$ cat config.mk
export PLATFORM = sky130hd
export DESIGN_NAME = tick_based_process_scheduler
export DESIGN_NICKNAME = d
export VERILOG_FILES = /design/src/sv/tbps_pkg.sv /design/src/sv/tick_based_process_scheduler.sv /design/src/sv/tbps_table.sv
export SDC_FILE = /design/constraint.sdc
export NUM_CORES = 1
export LEC_CHECK = 0
export BUFFER_PORTS_ARGS = -buffer_cell sky130_fd_sc_hd__buf_4
export CORE_ASPECT_RATIO = 0.6
export CORE_MARGIN = 1.5
export CORE_UTILIZATION = 62
export DETAILED_ROUTE_END_ITERATION = 8
export HOLD_SLACK_MARGIN = 0.06
export PLACE_DENSITY = 0.76
export SKIP_LAST_GASP = 1
export SYNTH_ARGS = -nofsm -noshare
export SYNTH_HDL_FRONTEND = slang
export SYNTH_SLANG_ARGS = --single-unit
export TNS_END_PERCENT = 10
$ cat constraint.sdc
create_clock -name aclk -period 9 [get_ports aclk]
set_input_delay 0 -clock aclk [delete_from_list [all_inputs] [get_ports aclk]]
set_output_delay 0 -clock aclk [all_outputs]
set_load 0.03 [all_outputs]
$ cat src/sv/tbps_pkg.sv
package tbps_pkg;

    localparam int MAX_PROCS = 16;
    localparam int IDX_W     = $clog2(MAX_PROCS);
    localparam int CNT_W     = $clog2(MAX_PROCS + 1);
    localparam int TIME_BITS = 20;
    localparam int RES_W     = 20;
    localparam int KEY_W     = 16;

    localparam logic [TIME_BITS-1:0] TIME_MAX = {TIME_BITS{1'b1}};

    // request codes
    localparam logic [1:0] REQ_LOAD    = 2'd0;
    localparam logic [1:0] REQ_TICK    = 2'd1;
    localparam logic [1:0] REQ_RESTART = 2'd2;

    // policy codes
    localparam logic [2:0] MODE_SRTF    = 3'd0;
    localparam logic [2:0] MODE_PRIO_P  = 3'd1;
    localparam logic [2:0] MODE_SJF     = 3'd2;
    localparam logic [2:0] MODE_PRIO_NP = 3'd3;
    localparam logic [2:0] MODE_FCFS    = 3'd4;

    // configuration register indexes
    localparam int CFG_IDX_W = 1;
    localparam int CFG_DAT_W = 5;
    localparam logic [CFG_IDX_W-1:0] REG_POLICY_MODE   = 1'd0;
    localparam logic [CFG_IDX_W-1:0] REG_PROCESS_COUNT = 1'd1;

    typedef struct packed {
        logic [1:0]  req_type;
        logic [3:0]  entry_index;
        logic [7:0]  burst_time;
        logic [15:0] arrival_time;
        logic [7:0]  priority_level;
    } in_item_t;

    typedef struct packed {
        logic             cpu_idle;
        logic [3:0]       ran_index;
        logic             finished;
        logic [RES_W-1:0] finish_time;
        logic [RES_W-1:0] wait_ticks;
        logic [RES_W-1:0] turnaround_ticks;
        logic             all_done;
    } out_item_t;

    // table access: load writes at the item's index, copy/dec act at idx
    typedef struct packed {
        logic             load;
        logic             copy;
        logic             dec;
        logic [IDX_W-1:0] idx;
    } tbl_cmd_t;

    typedef struct packed {
        logic [7:0]  burst;
        logic [15:0] arrival;
        logic [7:0]  prio;
        logic [7:0]  remaining;
    } tbl_rd_t;

endpackage

$ cat src/sv/tick_based_process_scheduler.sv
// Tick based process scheduler.
// Input channel s_valid/s_ready/s_data carries requests: load one table
// entry (burst, arrival, priority), advance one time tick, or restart the
// run (remaining = burst for every entry, time and running job cleared).
// Only a tick produces a beat on m_valid/m_ready/m_data: the entry that ran
// (or idle), whether it finished, its finish, wait and turnaround times,
// and whether every entry in use is done.
// Configuration (policy_mode, process_count) is written on cfg_we with
// cfg_index/cfg_data while the block is idle. The user must keep to this;
// the block itself does not enforce it. A load writes its entry as it is
// accepted. A restart sweeps the whole table, one entry per cycle. A tick
// scans the entries in use through one key comparator, one per cycle, then
// updates the picked entry and time, works out the wait (skipped when the
// CPU stays idle) and formats the result. s_ready is low during that work.
// The result sits in an output register; the next request is accepted
// while it waits. If the receiver stalls, a later tick waits in its last
// step until the register frees.
// Reset (aresetn, synchronous, active low) clears time, remaining counts
// and running job, sets the configuration to SRTF with one entry in use;
// table parameters are undefined until loaded.
module tick_based_process_scheduler (
    input  logic                                  aclk,
    input  logic                                  aresetn,
    input  logic                                  s_valid,
    output logic                                  s_ready,
    input  tbps_pkg::in_item_t                    s_data,
    output logic                                  m_valid,
    input  logic                                  m_ready,
    output tbps_pkg::out_item_t                   m_data,
    input  logic                                  cfg_we,
    input  logic [tbps_pkg::CFG_IDX_W-1:0]        cfg_index,
    input  logic [tbps_pkg::CFG_DAT_W-1:0]        cfg_data
);
    import tbps_pkg::*;

    typedef enum logic [2:0] {
        ST_IDLE,
        ST_SWEEP,
        ST_SCAN,
        ST_APPLY,
        ST_CALC,
        ST_EMIT
    } state_t;

    state_t               state_reg;
    logic [CNT_W-1:0]     cnt_reg;
    logic [TIME_BITS-1:0] time_reg;
    logic [IDX_W-1:0]     run_idx_reg;
    logic                 run_valid_reg;
    logic                 found_reg;
    logic                 hold_reg;
    logic [KEY_W-1:0]     best_reg;
    logic [IDX_W-1:0]     pick_reg;
    logic                 fin_reg;
    logic [16:0]          need_reg;
    logic [7:0]           burst_reg;
    logic [TIME_BITS-1:0] wait_reg;
    logic [2:0]           policy_mode_reg;
    logic [4:0]           process_count_reg;
    logic                 m_valid_reg;
    out_item_t            m_data_reg;

    tbl_cmd_t             tbl_cmd;
    tbl_rd_t              tbl_rd;
    logic [MAX_PROCS-1:0] rem_nz;

    logic                 s_fire;
    logic [CNT_W-1:0]     used_cnt;
    logic [MAX_PROCS-1:0] use_mask;
    logic [2:0]           eff_mode;
    logic                 nonpre;
    logic [KEY_W-1:0]     key;
    logic                 in_range;
    logic                 elig;
    logic                 at_run;
    logic                 wins;
    logic                 out_free;

    assign s_ready  = (state_reg == ST_IDLE);
    assign s_fire   = s_valid && s_ready;
    assign out_free = !m_valid_reg || m_ready;

    // entries in use, saturated to the table size
    assign used_cnt = (process_count_reg > 5'(MAX_PROCS)) ? CNT_W'(MAX_PROCS)
                                                          : CNT_W'(process_count_reg);

    always_comb begin
        for (int i = 0; i < MAX_PROCS; i++) begin
            use_mask[i] = (CNT_W'(i) < used_cnt);
        end
    end

    // unused policy codes fall back to FCFS
    assign eff_mode = (policy_mode_reg > MODE_FCFS) ? MODE_FCFS : policy_mode_reg;
    always_comb begin
        nonpre = eff_mode inside {MODE_SJF, MODE_PRIO_NP, MODE_FCFS};
    end

    // table access: scan index, sweep index, or the picked entry
    always_comb begin
        tbl_cmd.load = s_fire && (s_data.req_type == REQ_LOAD);
        tbl_cmd.copy = (state_reg == ST_SWEEP);
        tbl_cmd.dec  = (state_reg == ST_APPLY) && found_reg;
        case (state_reg)
            ST_SWEEP, ST_SCAN: tbl_cmd.idx = cnt_reg[IDX_W-1:0];
            default:           tbl_cmd.idx = pick_reg;
        endcase
    end

    tbps_table u_table (
        .aclk      (aclk),
        .aresetn   (aresetn),
        .cmd       (tbl_cmd),
        .load_item (s_data),
        .rd        (tbl_rd),
        .rem_nz    (rem_nz)
    );

    // selection key: smaller wins
    always_comb begin
        case (eff_mode)
            MODE_SRTF, MODE_SJF:      key = KEY_W'(tbl_rd.remaining);
            MODE_PRIO_P, MODE_PRIO_NP: key = KEY_W'(tbl_rd.prio);
            default:                  key = KEY_W'(tbl_rd.arrival);
        endcase
    end

    assign in_range = (cnt_reg < used_cnt);
    assign elig     = in_range && (32'(tbl_rd.arrival) <= 32'(time_reg))
                      && (tbl_rd.remaining != 8'd0);
    assign at_run   = run_valid_reg && (cnt_reg[IDX_W-1:0] == run_idx_reg);
    // lowest index wins ties; under SRTF the running job also keeps a tie
    assign wins     = elig && (!found_reg || (key < best_reg)
                      || ((eff_mode == MODE_SRTF) && at_run && (key == best_reg)));

    always_ff @(posedge aclk) begin
        if (!aresetn) begin
            state_reg         <= ST_IDLE;
            cnt_reg           <= '0;
            time_reg          <= '0;
            run_idx_reg       <= '0;
            run_valid_reg     <= 1'b0;
            found_reg         <= 1'b0;
            hold_reg          <= 1'b0;
            fin_reg           <= 1'b0;
            policy_mode_reg   <= MODE_SRTF;
            process_count_reg <= 5'd1;
            m_valid_reg       <= 1'b0;
        end else begin
            if (cfg_we) begin
                case (cfg_index)
                    REG_POLICY_MODE:   policy_mode_reg   <= cfg_data[2:0];
                    REG_PROCESS_COUNT: process_count_reg <= cfg_data[4:0];
                    default: ;
                endcase
            end

            // the emit step below reloads the register itself
            if (m_valid_reg && m_ready && (state_reg != ST_EMIT)) begin
                m_valid_reg <= 1'b0;
            end

            case (state_reg)
                ST_IDLE: begin
                    cnt_reg   <= '0;
                    found_reg <= 1'b0;
                    hold_reg  <= 1'b0;
                    fin_reg   <= 1'b0;
                    if (s_fire) begin
                        case (s_data.req_type)
                            REQ_TICK: state_reg <= ST_SCAN;
                            REQ_RESTART: begin
                                time_reg      <= '0;
                                run_idx_reg   <= '0;
                                run_valid_reg <= 1'b0;
                                state_reg     <= ST_SWEEP;
                            end
                            default: ;
                        endcase
                    end
                end

                ST_SWEEP: begin
                    if (cnt_reg == CNT_W'(MAX_PROCS - 1)) begin
                        state_reg <= ST_IDLE;
                    end else begin
                        cnt_reg <= cnt_reg + 1'b1;
                    end
                end

                ST_SCAN: begin
                    if (in_range) begin
                        if (wins) begin
                            best_reg  <= key;
                            pick_reg  <= cnt_reg[IDX_W-1:0];
                            found_reg <= 1'b1;
                        end
                        // non-preemptive: an eligible running job keeps the CPU
                        if (elig && at_run && nonpre) begin
                            hold_reg <= 1'b1;
                        end
                        cnt_reg <= cnt_reg + 1'b1;
                    end else begin
                        if (hold_reg) begin
                            pick_reg <= run_idx_reg;
                        end
                        state_reg <= ST_APPLY;
                    end
                end

                ST_APPLY: begin
                    time_reg <= (time_reg == TIME_MAX) ? time_reg
                                                       : time_reg + 1'b1;
                    if (found_reg) begin
                        fin_reg       <= (tbl_rd.remaining == 8'd1);
                        need_reg      <= 17'(tbl_rd.arrival) + 17'(tbl_rd.burst);
                        burst_reg     <= tbl_rd.burst;
                        run_idx_reg   <= pick_reg;
                        run_valid_reg <= (tbl_rd.remaining != 8'd1);
                        state_reg     <= ST_CALC;
                    end else begin
                        run_valid_reg <= 1'b0;
                        state_reg     <= ST_EMIT;
                    end
                end

                ST_CALC: begin
                    // wait = finish - arrival - burst, clamped at zero
                    wait_reg <= (32'(time_reg) > 32'(need_reg))
                                ? TIME_BITS'(32'(time_reg) - 32'(need_reg))
                                : '0;
                    state_reg <= ST_EMIT;
                end

                ST_EMIT: begin
                    if (out_free) begin
                        m_valid_reg            <= 1'b1;
                        m_data_reg.cpu_idle    <= !found_reg;
                        m_data_reg.ran_index   <= found_reg ? 4'(pick_reg) : 4'd0;
                        m_data_reg.finished    <= fin_reg;
                        m_data_reg.finish_time <= fin_reg ? RES_W'(time_reg) : '0;
                        m_data_reg.wait_ticks  <= fin_reg ? RES_W'(wait_reg) : '0;
                        m_data_reg.turnaround_ticks <=
                            fin_reg ? RES_W'(RES_W'(wait_reg) + RES_W'(burst_reg)) : '0;
                        m_data_reg.all_done    <= ((rem_nz & use_mask) == '0);
                        state_reg              <= ST_IDLE;
                    end
                end

                default: state_reg <= ST_IDLE;
            endcase
        end
    end

    assign m_valid = m_valid_reg;
    assign m_data  = m_data_reg;

`ifndef SYNTHESIS
    a_idle_clean: assert property (@(posedge aclk) disable iff (!aresetn)
        (m_valid && m_data.cpu_idle) |-> (!m_data.finished && (m_data.ran_index == 4'd0)))
        else $error("idle beat carries an entry");

    a_turnaround: assert property (@(posedge aclk) disable iff (!aresetn)
        (m_valid && m_data.finished) |-> (m_data.turnaround_ticks >= m_data.wait_ticks))
        else $error("turnaround below wait");

    a_scan_bound: assert property (@(posedge aclk) disable iff (!aresetn)
        (state_reg == ST_SCAN) |-> (cnt_reg <= used_cnt))
        else $error("scan past entries in use");

    a_emit_load: assert property (@(posedge aclk) disable iff (!aresetn)
        (state_reg == ST_EMIT && out_free) |=> (m_valid && state_reg == ST_IDLE))
        else $error("result not registered");

    a_hold_found: assert property (@(posedge aclk) disable iff (!aresetn)
        (state_reg == ST_SCAN && hold_reg) |-> found_reg)
        else $error("held job without a pick");
`endif

endmodule

$ cat src/sv/tbps_table.sv
module tbps_table (
    input  logic                              aclk,
    input  logic                              aresetn,
    input  tbps_pkg::tbl_cmd_t                cmd,
    input  tbps_pkg::in_item_t                load_item,
    output tbps_pkg::tbl_rd_t                 rd,
    output logic [tbps_pkg::MAX_PROCS-1:0]    rem_nz
);
    import tbps_pkg::*;

    logic [7:0]           burst_mem   [MAX_PROCS];
    logic [15:0]          arrival_mem [MAX_PROCS];
    logic [7:0]           prio_mem    [MAX_PROCS];
    logic [7:0]           remaining_reg [MAX_PROCS];
    logic [MAX_PROCS-1:0] rem_nz_reg;

    // process parameters: no reset, loaded by the user
    always_ff @(posedge aclk) begin
        if (cmd.load) begin
            burst_mem[load_item.entry_index[IDX_W-1:0]]   <= load_item.burst_time;
            arrival_mem[load_item.entry_index[IDX_W-1:0]] <= load_item.arrival_time;
            prio_mem[load_item.entry_index[IDX_W-1:0]]    <= load_item.priority_level;
        end
    end

    // remaining ticks plus a nonzero flag per entry
    always_ff @(posedge aclk) begin
        if (!aresetn) begin
            for (int i = 0; i < MAX_PROCS; i++) begin
                remaining_reg[i] <= '0;
            end
            rem_nz_reg <= '0;
        end else if (cmd.copy) begin
            remaining_reg[cmd.idx] <= burst_mem[cmd.idx];
            rem_nz_reg[cmd.idx]    <= (burst_mem[cmd.idx] != 8'd0);
        end else if (cmd.dec) begin
            remaining_reg[cmd.idx] <= remaining_reg[cmd.idx] - 8'd1;
            rem_nz_reg[cmd.idx]    <= (remaining_reg[cmd.idx] != 8'd1);
        end
    end

    assign rd.burst     = burst_mem[cmd.idx];
    assign rd.arrival   = arrival_mem[cmd.idx];
    assign rd.prio      = prio_mem[cmd.idx];
    assign rd.remaining = remaining_reg[cmd.idx];
    assign rem_nz       = rem_nz_reg;

endmodule

Yosys cells after proc, flatten, opt, wreduce, memory -nomap -nowiden
Memory sizes are Yosys's and may differ from the RTL's. Cells that the tools add are included.

Add/subtract/negate cells: 6. $lt $le $gt $ge: 24. Eq/ne operators: 31. Multiplexer cells: 60. Bitwise gates (word level): 3. Reductions and logical operators: 50.

Operators with widths (count): 20-bit two-way mux (3); 4-bit by 5-bit < comparator with 1-bit output (first input constant) (8); 20-bit one-hot mux with 2 select lines (1); 16-bit bitwise mux (2); 16-bit two-way mux (2); 4-bit two-way mux (8); 16-bit one-hot mux with 2 select lines (1); 1-bit two-way mux (24); 20-bit by 1-bit adder with 20-bit output (second input constant) (1); 20-bit by 8-bit adder with 20-bit output (1); 20-bit equality test (second input constant) (1); 20-bit by 17-bit > comparator with 1-bit output (1); 16-bit by 20-bit less-or-equal comparator with 1-bit output (1); 3-bit by 5-bit < comparator with 1-bit output (first input constant) (4); 20-bit by 17-bit subtractor with 20-bit output (1); 3-bit one-hot mux with 6 select lines (1); 3-bit AND reduction (6); 16-bit by 8-bit adder with 17-bit output (1); 16-bit AND (1); 16-bit equality test (1); 16-bit logical NOT (1); 16-bit < comparator (1); 8-bit two-way mux (2); 2-bit != test (second input constant) (8); 43 further kinds (93).

Register bits after elaboration: 193. Memory bits (writable): 640. Input port bits: 49. Output and inout bits: 69. Logic and storage cells: 202. Memories kept: 4.

Memory list: u_table.arrival_mem (depth 16, bits a word 16, rd ports 1, clocked after Yosys merged registers in 0, wr ports 1, RTL line tbps_table.sv:12) `logic [15:0] arrival_mem [MAX_PROCS];`; u_table.burst_mem (depth 16, bits a word 8, rd ports 1, clocked after Yosys merged registers in 0, wr ports 1, RTL line tbps_table.sv:11) `logic [7:0] burst_mem [MAX_PROCS];`; u_table.prio_mem (depth 16, bits a word 8, rd ports 1, clocked after Yosys merged registers in 0, wr ports 1, RTL line tbps_table.sv:13) `logic [7:0] prio_mem [MAX_PROCS];`; u_table.remaining_reg (depth 16, bits a word 8, rd ports 1, clocked after Yosys merged registers in 0, wr ports 16, RTL line tbps_table.sv:14) `logic [7:0] remaining_reg [MAX_PROCS];`.

Depth between registers and ports, before layout
Gate-level depths: netlist (run 1).

Word-level depth: 12. Mapped depth: 24. Gate-level depth less buffers: 19.

Hierarchy
A second synthesis (run 1) with hierarchy kept.

Cell total of the unflattened synthesis: 2250. Area, all modules: 35919.4 µm².

Modules (own cells, without submodules): tbps_table (instances 1, cells an instance 1248, area an instance 25729.7 µm², sequential area each 19538.7 µm²); tick_based_process_scheduler (instances 1, cells an instance 1002, area an instance 10189.8 µm², sequential area each 4864.7 µm²).

Least setup slack after synthesis (run 1)
Ideal clock, no wire load.

Kind: reg2reg. Start point: register state_reg[0]. End point: register best_reg[0], enable pin. Setup time: 0.409 ns. Arrival time: 5.361 ns. Data required time: 8.591 ns. Setup slack: 3.230 ns. Stages on the path, launching flop included: 24. Path buffers: 6. Clock period less this slack: 5.770 ns. Path through: dfxtp_1 > xor2_1 > buf_4 > nand3_2 > nand2_1 > buf_2 > buf_4 > buf_4 > buf_4 > buf_2 > mux4_2 > nand2_1 > a31oi_1 > ha_1 > a21o_1 > a21oi_1 > nor2b_1 > o21ai_0 > nand2b_1 > a21oi_1 > nor2_1 > o21ai_0 > nand4_1 > nor3_1.

Cells in the longest elaborated chain, start to end: 10. Elaborated cells between the ends (all ways): 19. Those cells by class: order compare (2); eq/ne (3); mux (2); reduce/logical (9); memory (3).

RTL lines: from (decl) (RTL line tick_based_process_scheduler.sv:45) `state_t state_reg;`; from (signal assigned) (RTL line tick_based_process_scheduler.sv:138) `state_reg <= ST_IDLE;`; from (signal assigned) (RTL line tick_based_process_scheduler.sv:171) `REQ_TICK: state_reg <= ST_SCAN;`; from (signal assigned) (RTL line tick_based_process_scheduler.sv:176) `state_reg <= ST_SWEEP;`; 3-bit by 1-bit equality test with 1-bit output / 3-bit by 2-bit equality test with 1-bit output (equally long branches) (RTL line tick_based_process_scheduler.sv:104, tick_based_process_scheduler.sv:163); 2-bit OR reduction (RTL line tick_based_process_scheduler.sv:104) `case (state_reg)`; 4-bit two-way mux (RTL line tick_based_process_scheduler.sv:104); memory read 16 x 16 bit, or another cell as far along; 16-bit one-hot mux with 2 select lines (RTL line tick_based_process_scheduler.sv:121) `case (eff_mode)`; 16-bit < comparator / 16-bit equality test (equally long branches) (RTL line tick_based_process_scheduler.sv:133, tick_based_process_scheduler.sv:134); 1-bit logical OR / 1-bit logical AND (equally long branches) (RTL line tick_based_process_scheduler.sv:133, tick_based_process_scheduler.sv:134); 1-bit logical OR (RTL line tick_based_process_scheduler.sv:134) `|| ((eff_mode == MODE_SRTF) && at_run && (key == best_reg)));`; 1-bit logical AND (RTL line tick_based_process_scheduler.sv:133) `assign wins = elig && (!found_reg || (key < best_reg)`; 4-bit AND reduction (no line) *; to (signal assigned) (RTL line tick_based_process_scheduler.sv:194) `best_reg <= key;`; to (decl) (RTL line tick_based_process_scheduler.sv:52) `logic [KEY_W-1:0] best_reg;`.

Mark *: on every way between the ends. The rest lies on a longest branch, timed or not. A chain may end at the register's enable or synchronous reset.

Final worst setup path (run 1)
Start point: register state_reg[2]. End point: register pick_reg[0], enable pin.

Cells in the longest elaborated chain, start to end: 11. Elaborated cells between the ends (all ways): 20. Those cells by class: order compare (2); eq/ne (4); mux (2); reduce/logical (9); memory (3).

RTL lines: 3-bit by 1-bit equality test with 1-bit output / 3-bit by 2-bit equality test with 1-bit output (equally long branches) (RTL line tick_based_process_scheduler.sv:104, tick_based_process_scheduler.sv:163); 2-bit OR reduction (RTL line tick_based_process_scheduler.sv:104); 4-bit two-way mux (RTL line tick_based_process_scheduler.sv:104); memory read 16 x 16 bit, or another cell as far along; 16-bit one-hot mux with 2 select lines (RTL line tick_based_process_scheduler.sv:121); 16-bit < comparator / 16-bit equality test (equally long branches) (RTL line tick_based_process_scheduler.sv:133, tick_based_process_scheduler.sv:134); 1-bit logical OR / 1-bit logical AND (equally long branches) (RTL line tick_based_process_scheduler.sv:133, tick_based_process_scheduler.sv:134); 1-bit logical OR (RTL line tick_based_process_scheduler.sv:134); 1-bit logical AND (RTL line tick_based_process_scheduler.sv:133); 2-bit by 1-bit != test with 1-bit output (no line); 4-bit AND reduction (no line) *; to (signal assigned) (RTL line tick_based_process_scheduler.sv:195) `pick_reg <= cnt_reg[IDX_W-1:0];`; to (signal assigned) (RTL line tick_based_process_scheduler.sv:205) `pick_reg <= run_idx_reg;`; to (decl) (RTL line tick_based_process_scheduler.sv:53) `logic [IDX_W-1:0] pick_reg;`.

Marked as above.

==> flow_summary.toml, run 1 <==
[timing]
post-route-min-period_ps = 6690
finalMaxSlewViolations = 0
tightest_slew_ps = 1330
finalHoldViolCount = 0
clock.fmax_mhz = 149
setup_viol = 0
rsz0062_at_grt = "no"
relSlewSlack_pct = 10.8
post-route-period-util_pct = 74.3
fin_skew_ps = 19.0
finalSetupTns_ps = 0

[yosys]
yosys.area.top_type_share_pct = 62.6
syn_inst = 2653
ys.flop_type = "edfxtp_1"
yosys_warnings = 0
synth_cell_type_count = 75
synthTopCellsByArea = "edfxtp_1 63%, mux4_2 6.4%, dfxtp_1 3.3%, nand2_1 2.8%, ha_1 2.5%"
yosysTopAreaCell = "edfxtp_1"
synth.avg_cell_area_um2 = 14.0
ys_seq_area_share_pct = 65.9
syn_nets = 2779
synth-edff-count = 772
syn-cell-area_um2 = 37000
ys_async_sr_fraction_pct = 0
ys_ff_latch = 833

[floorplanning]
dieArea_um2 = 61200
die_h_um = 192
pin_count = 118
core_area_um2 = 59100
core.rowCount = 69
die_w_um = 318
start_util_pct = 62.6

[finish]
fill_cells = 3804
fin_area_um2 = 41900
fin_cells = 3665
multiInputGateArea_um2 = 11800
regArea_um2 = 24400
num_antenna_cells = 0
fin_nets = 2949
syn2layout_area_growth_pct = 13.1
largest_register_ffs = 256
drive_gt1_share_pct = 16.8

[detailed_routing]
wl_um = 95200
wire_per_inst_um = 26.0
drc = 0
vias = 23900
initialDrtViolationCount = 3115
drt-pass1-iter-count = 9
vias_per_cell = 6.52
antenna_left = 0

[clock_network]
cts_inserted_buffers = 75
clk_path_buf_depth = 3
clockRootBuffer = "clkbuf_16"
cts.sinks = 833
clock_insertion_delay_worst_skew_ps = 640
cts_tree = "built"
cts_htree_levels = 3
path_clk_slew_ps = 60
cts_setup_buffers = 0

[place]
port_buffers = 117
place_hpwl_um = 57700
place_area_um2 = 38800
gp_congestion = 0.935
dp.cells = 3470

[worst_setup_path]
critPathMaxStageDelay_ps = 930
worstSetupPathType = "flop to flop"
start_kind = "flop"
critPathCaptureType = "flop"
path_max_fanout = 96
crit_path_cell_trace = "inv_1 -> buf_4 -> nand2_2 -> mux2_8 -> buf_4 -> mux4_2 -> o22ai_1 -> a31oi_2 -> ha_1 -> o21ai_0 -> nand2b_1 -> a21oi_1 -> nor2_1 -> o21ai_0 -> nand4_1 -> o32ai_1"
arrival_ps = 6950
crit_slowest_cell = "mux2_8"
cp.required_ps = 9260

[global_route]
grt_pass1_wl_um = 143000
grt-ovfl-total = 0
track_usage_pct = 31.3
grt_pass1_vias = 23700
grt_max_degree = 97
antenna_found_initial = 1

[worst_hold_path]
hp-class = "input port to flop"

[run_status]
status = "complete, no violations"

[pwr]
p_leak_nw = 14.7
peakVddDrop_mv = 0.189
powerDensity_nw_per_um2 = 244

[job]
maxCapViolCount = 0
## placed cells by master, fill, tap and decap left out, drive strengths merged, types with 22 or more instances in the layout
master,count
xnor2,48
and3,53
clkinv,35
a31oi,36
nor2b,32
nand3,71
inv,101
mux2,49
dfxtp,61
nand2,279
a21oi,139
buf,170
and2,61
o21ai,62
nor3,29
a21o,22
xor2,23
edfxtp,772
clkbuf,89
a211oi,35
dlygate4sd3,57
mux2i,64
ha,74
mux4,106
nor2,223
## path summary, 6_finish.rpt
path,startpoint,endpoint,slack [ps],cells past startpoint
worst min-delay path,s_data[37],state_reg[0]$_SDFFE_PN0P_,90,5
worst max-delay path,state_reg[2]$_SDFFE_PN0P_,pick_reg[0]$_DFFE_PP_,2310,16
worst min register to register,u_table.rem_nz[2]$_SDFFE_PN0P_,u_table.rem_nz[2]$_SDFFE_PN0P_,480,2
worst max register to register,state_reg[2]$_SDFFE_PN0P_,pick_reg[0]$_DFFE_PP_,2310,16
## final cells by class
cell class              count  area share, %
flip-flops and latches    833           58.3
multi-input cells        1588           28.1
clock buffers              89           4.78
repair buffers            227           4.47
well taps                 781           2.33
clock inverters            49           1.13
inverters                  98          0.878
## kinds of logic (layout without fill, tap and decap cells)
family,count (synthesis),count (layout),share of synthesized area [%]
xor gates and xnor gates,71,71,1.70
DFF,833,833,65.9
AOI/OAI and AO/OA,399,399,6.83
and+or+nand+nor,821,821,10.3
buffers and inverters,232,463,2.77
muxes,219,219,9.78
adders and majority gates,78,78,2.69
## per-layer routing
layer	vias to the layer above	wire (um)	GRT usage [%]	share of wire, %
li1	10300	-	-	-
met1	12000	38400	45.2	40
met2	1427	43900	48.5	46
met3	179	10700	7.00	11
met4	0	2250	9.00	2.4
met5	-	0	0	0
## timing repair
| action | CTS | global route |
|---|---|---|
| endpoints found under the hold margin | 534 | 0 |
| endpoints found under the setup margin | 0 | 0 |
| resized for setup | 0 | 0 |
| hold buffers | 57 | 0 |
## critical path: cells and delay by family, from the launching register on
kind	cells	cell delay, ps
AO/OA/AOI/OAI	6	2040
adder cells (fa/ha/maj)	1	370
buffers and inverters	3	1350
flip-flops	1	460
multiplexers	2	1240
AND/OR/NAND/NOR	4	730
## power breakdown
group | switching (W) | internal, W
Sequential | 0.0000500 | 0.00433
Clock | 0.00144 | 0.00183
Combinational | 0.00164 | 0.000949
## synthesized netlist by cell type, types with 6 or more instances
library cell  number
edfxtp_1         772
nand2_1          278
nor2_1           223
a21oi_1          139
mux4_2           106
inv_1             98
ha_1              74
nand3_1           69
and2_1            61
dfxtp_1           61
mux2i_1           59
clkbuf_1          58
o21ai_0           55
and3_1            53
mux2_2            48
xnor2_1           47
buf_2             40
a31oi_1           35
a211oi_1          34
nor2b_1           32
nor3_1            29
xor2_1            23
a21o_1            22
nand2b_1          21
nand4_1           20
o22ai_1           19
a22oi_1           17
buf_1             16
buf_4             12
a311o_1           11
a21boi_0          10
a311oi_1           9
buf_6              8
o21bai_1           8
o21ai_1            6
or3_1              6
## stage by stage
stage | util, % | hold WS, ps | setup WS [ps] | power [W]
final | 70.8 | 87.3 | 2310 | 0.0102
after global routing | 70.8 | 95.0 | 2040 | 0.0106
after CTS | 70.8 | 72.3 | 2470 | 0.0102
after detailed placement | 65.7 | 271 | 2520 | 0.00694
after global placement | 65.7 | 263 | 2810 | 0.00688
after floorplan | - | 98.9 | 3230 | 0.00619
Power figures use the tool's default switching activity.
==> run 2: changes to the inputs <==
--- a/config.mk
+++ b/config.mk
@@ -8,10 +8,10 @@
 export BUFFER_PORTS_ARGS = -buffer_cell sky130_fd_sc_hd__buf_4
 export CORE_ASPECT_RATIO = 0.6
 export CORE_MARGIN = 1.5
-export CORE_UTILIZATION = 62
+export CORE_UTILIZATION = 56
 export DETAILED_ROUTE_END_ITERATION = 8
 export HOLD_SLACK_MARGIN = 0.06
-export PLACE_DENSITY = 0.76
+export PLACE_DENSITY = 0.72
 export SKIP_LAST_GASP = 1
 export SYNTH_ARGS = -nofsm -noshare
 export SYNTH_HDL_FRONTEND = slang
==> constraint.sdc (replaced) <==
create_clock -name aclk -period 6.1 [get_ports aclk]
set_input_delay 0 -clock aclk [delete_from_list [all_inputs] [get_ports aclk]]
set_output_delay 0 -clock aclk [all_outputs]
set_load 0.03 [all_outputs]
==> flow_summary.toml, run 2 (synthesis gave the netlist of run 1 again) <==
[place]
dp_slack_ps = 266
gp_congestion = 0.919
place_hpwl_um = 62100
port_buffers = 117

[timing]
post-route-min-period_ps = 5810
clock.fmax_mhz = 172
post-route-period-util_pct = 95.2
finalSetupTns_ps = 0
finalHoldViolCount = 0
finalMaxSlewViolations = 0
fin_ws_ps = 290
setup_viol = 0
relSlewSlack_pct = 7.98
tightest_slew_ps = 1380
fin_skew_ps = 26.6

[finish]
syn2layout_area_growth_pct = 14.1
fill_cells = 4640
fin_nets = 2994
largest_register_ffs = 256
final_common_cell = "edfxtp_1"
mostFrequentLayoutCells = "772 x edfxtp_1, 276 x nand2_1, 209 x nor2_1, 208 x buf_4, 139 x a21oi_1"
drive_gt1_share_pct = 17.9

[worst_setup_path]
worstSetupPathType = "flop to flop"
crit_family = "compound AO/OA/AOI/OAI gates"
cp.required_ps = 6420
critPathCaptureType = "flop"
cp_num_buf_inv = 2
arrival_ps = 6130
start_kind = "flop"
crit_slowest_cell = "dfxtp_1"
critPathMaxStageDelay_ps = 730
reg2reg_slack_ps = 290
crit_path_cell_trace = "xor2_4 -> nand2_2 -> mux2_8 -> buf_4 -> mux4_2 -> a22oi_1 -> nand2_1 -> ha_1 -> a21o_1 -> a21o_1 -> a21oi_1 -> o311ai_0 -> o21ai_0 -> nand4_1 -> nor3_2 -> buf_4"
r2r_cells = 16
path_max_fanout = 52
crit_cells = 16

[global_route]
grt-ovfl-total = 0
antenna_found_initial = 3
grt_pass1_vias = 23800
grt_pass1_wl_um = 148000
track_usage_pct = 29.4
grt_max_degree = 68

[pwr]
intPower_w = 0.0104
powerDensity_nw_per_um2 = 356
p_comb_share_pct = 26.4
seqPwrFrac_pct = 43.0
switchingPower_w = 0.00465
swShare_pct = 30.9
peakVddDrop_mv = 0.237
p_clk_share_pct = 30.7
p_leak_nw = 14.8

[clock_network]
path_clk_slew_ps = 70
clk_path_buf_depth = 3
cts_tree = "built"
clockRootBuffer = "clkbuf_16"
cts_inserted_buffers = 75
cts.sinks = 833
cts_htree_levels = 3
clock_insertion_delay_worst_skew_ps = 650
cts_setup_buffers = 0

[detailed_routing]
wl_um = 98500
vias_per_cell = 6.38
drt-pass1-iter-count = 5
wire_per_inst_um = 26.1
drc = 0
initialDrtViolationCount = 3372
antenna_left = 0
vias = 24100

[floorplanning]
die_w_um = 335
start_util_pct = 57.1
core_area_um2 = 64900
pin_count = 118
dieArea_um2 = 67700
die_h_um = 202
core.rowCount = 72

[job]
maxCapViolCount = 0

[run_status]
status = "complete, no violations"

[worst_hold_path]
hp-class = "input port to flop"
hold_depth = 3
## run 2: what timing repair did
item,CTS,global route
resized for setup,0,1
hold buffers,58,0
endpoints found under the hold margin,539,0
setup endpoints to repair,0,4
## run 2: metal layers
| metal | vias up | share of wire [%] | global-route usage [%] |
|---|---|---|---|
| met1 | 12200 | 41 | 43.3 |
| met5 | - | 0.0091 | 0 |
| li1 | 10400 | - | - |
| met3 | 172 | 11 | 6.42 |
| met4 | 2 | 2.3 | 7.40 |
| met2 | 1378 | 46 | 44.7 |
## run 2: cell type report
cell class              instances  area (um2)  share of cell area (%)
diodes                          2        5.00                  0.0119
clock buffers                 100        2080                    4.92
clock inverters                36         262                   0.619
inverters                      98         368                   0.871
multi-input cells            1588       11800                    27.9
flip-flops and latches        833       24400                    57.8
well taps                     851        1060                    2.52
repair buffers                272        2260                    5.36
## run 2: stage by stage
step / hold slack (ps) / instance area (um2) / std cells / utilization [%] / power [W]
after floorplan: 98.9 / 37000 / 2653 / - / 0.00914
after CTS: 107 / 42200 / 3778 / 65.1 / 0.0150
after global placement: 258 / 39300 / 3584 / 60.6 / 0.0103
after detailed placement: 275 / 39300 / 3584 / 60.6 / 0.0104
final: 136 / 42200 / 3780 / 65.1 / 0.0150
after global routing: 142 / 42200 / 3778 / 65.1 / 0.0155
## run 2: path summary, 6_finish.rpt
kind                                  startpoint                             endpoint
hold / removal                        s_data[32]  u_table.arrival_mem[0][8]$_DFFE_PP_
setup / recovery       state_reg[0]$_SDFFE_PN0P_                best_reg[5]$_DFFE_PP_
setup reg to reg       state_reg[0]$_SDFFE_PN0P_                best_reg[5]$_DFFE_PP_
hold reg to reg   u_table.rem_nz[3]$_SDFFE_PN0P_       u_table.rem_nz[3]$_SDFFE_PN0P_
## run 2: power by group through the flow
| stage | Sequential [W] | Clock [W] | Combinational (W) |
|---|---|---|---|
| after CTS | 0.00646 | 0.00464 | 0.00389 |
| final | 0.00646 | 0.00461 | 0.00396 |
| after global placement | 0.00658 | 0 | 0.00376 |
| after detailed placement | 0.00659 | 0 | 0.00383 |
| after global routing | 0.00647 | 0.00485 | 0.00421 |
| after floorplan | 0.00655 | 0 | 0.00258 |
## run 2: worst reg2reg max path: stages (launching register included)
cell and delay [ps]:
dfxtp_1 730, xor2_4 260, nand2_2 220, mux2_8 660
buf_4 470, mux4_2 360, a22oi_1 270, nand2_1 180
ha_1 330, a21o_1 160, a21o_1 170, a21oi_1 220
o311ai_0 190, o21ai_0 390, nand4_1 280, nor3_2 290
buf_4 310
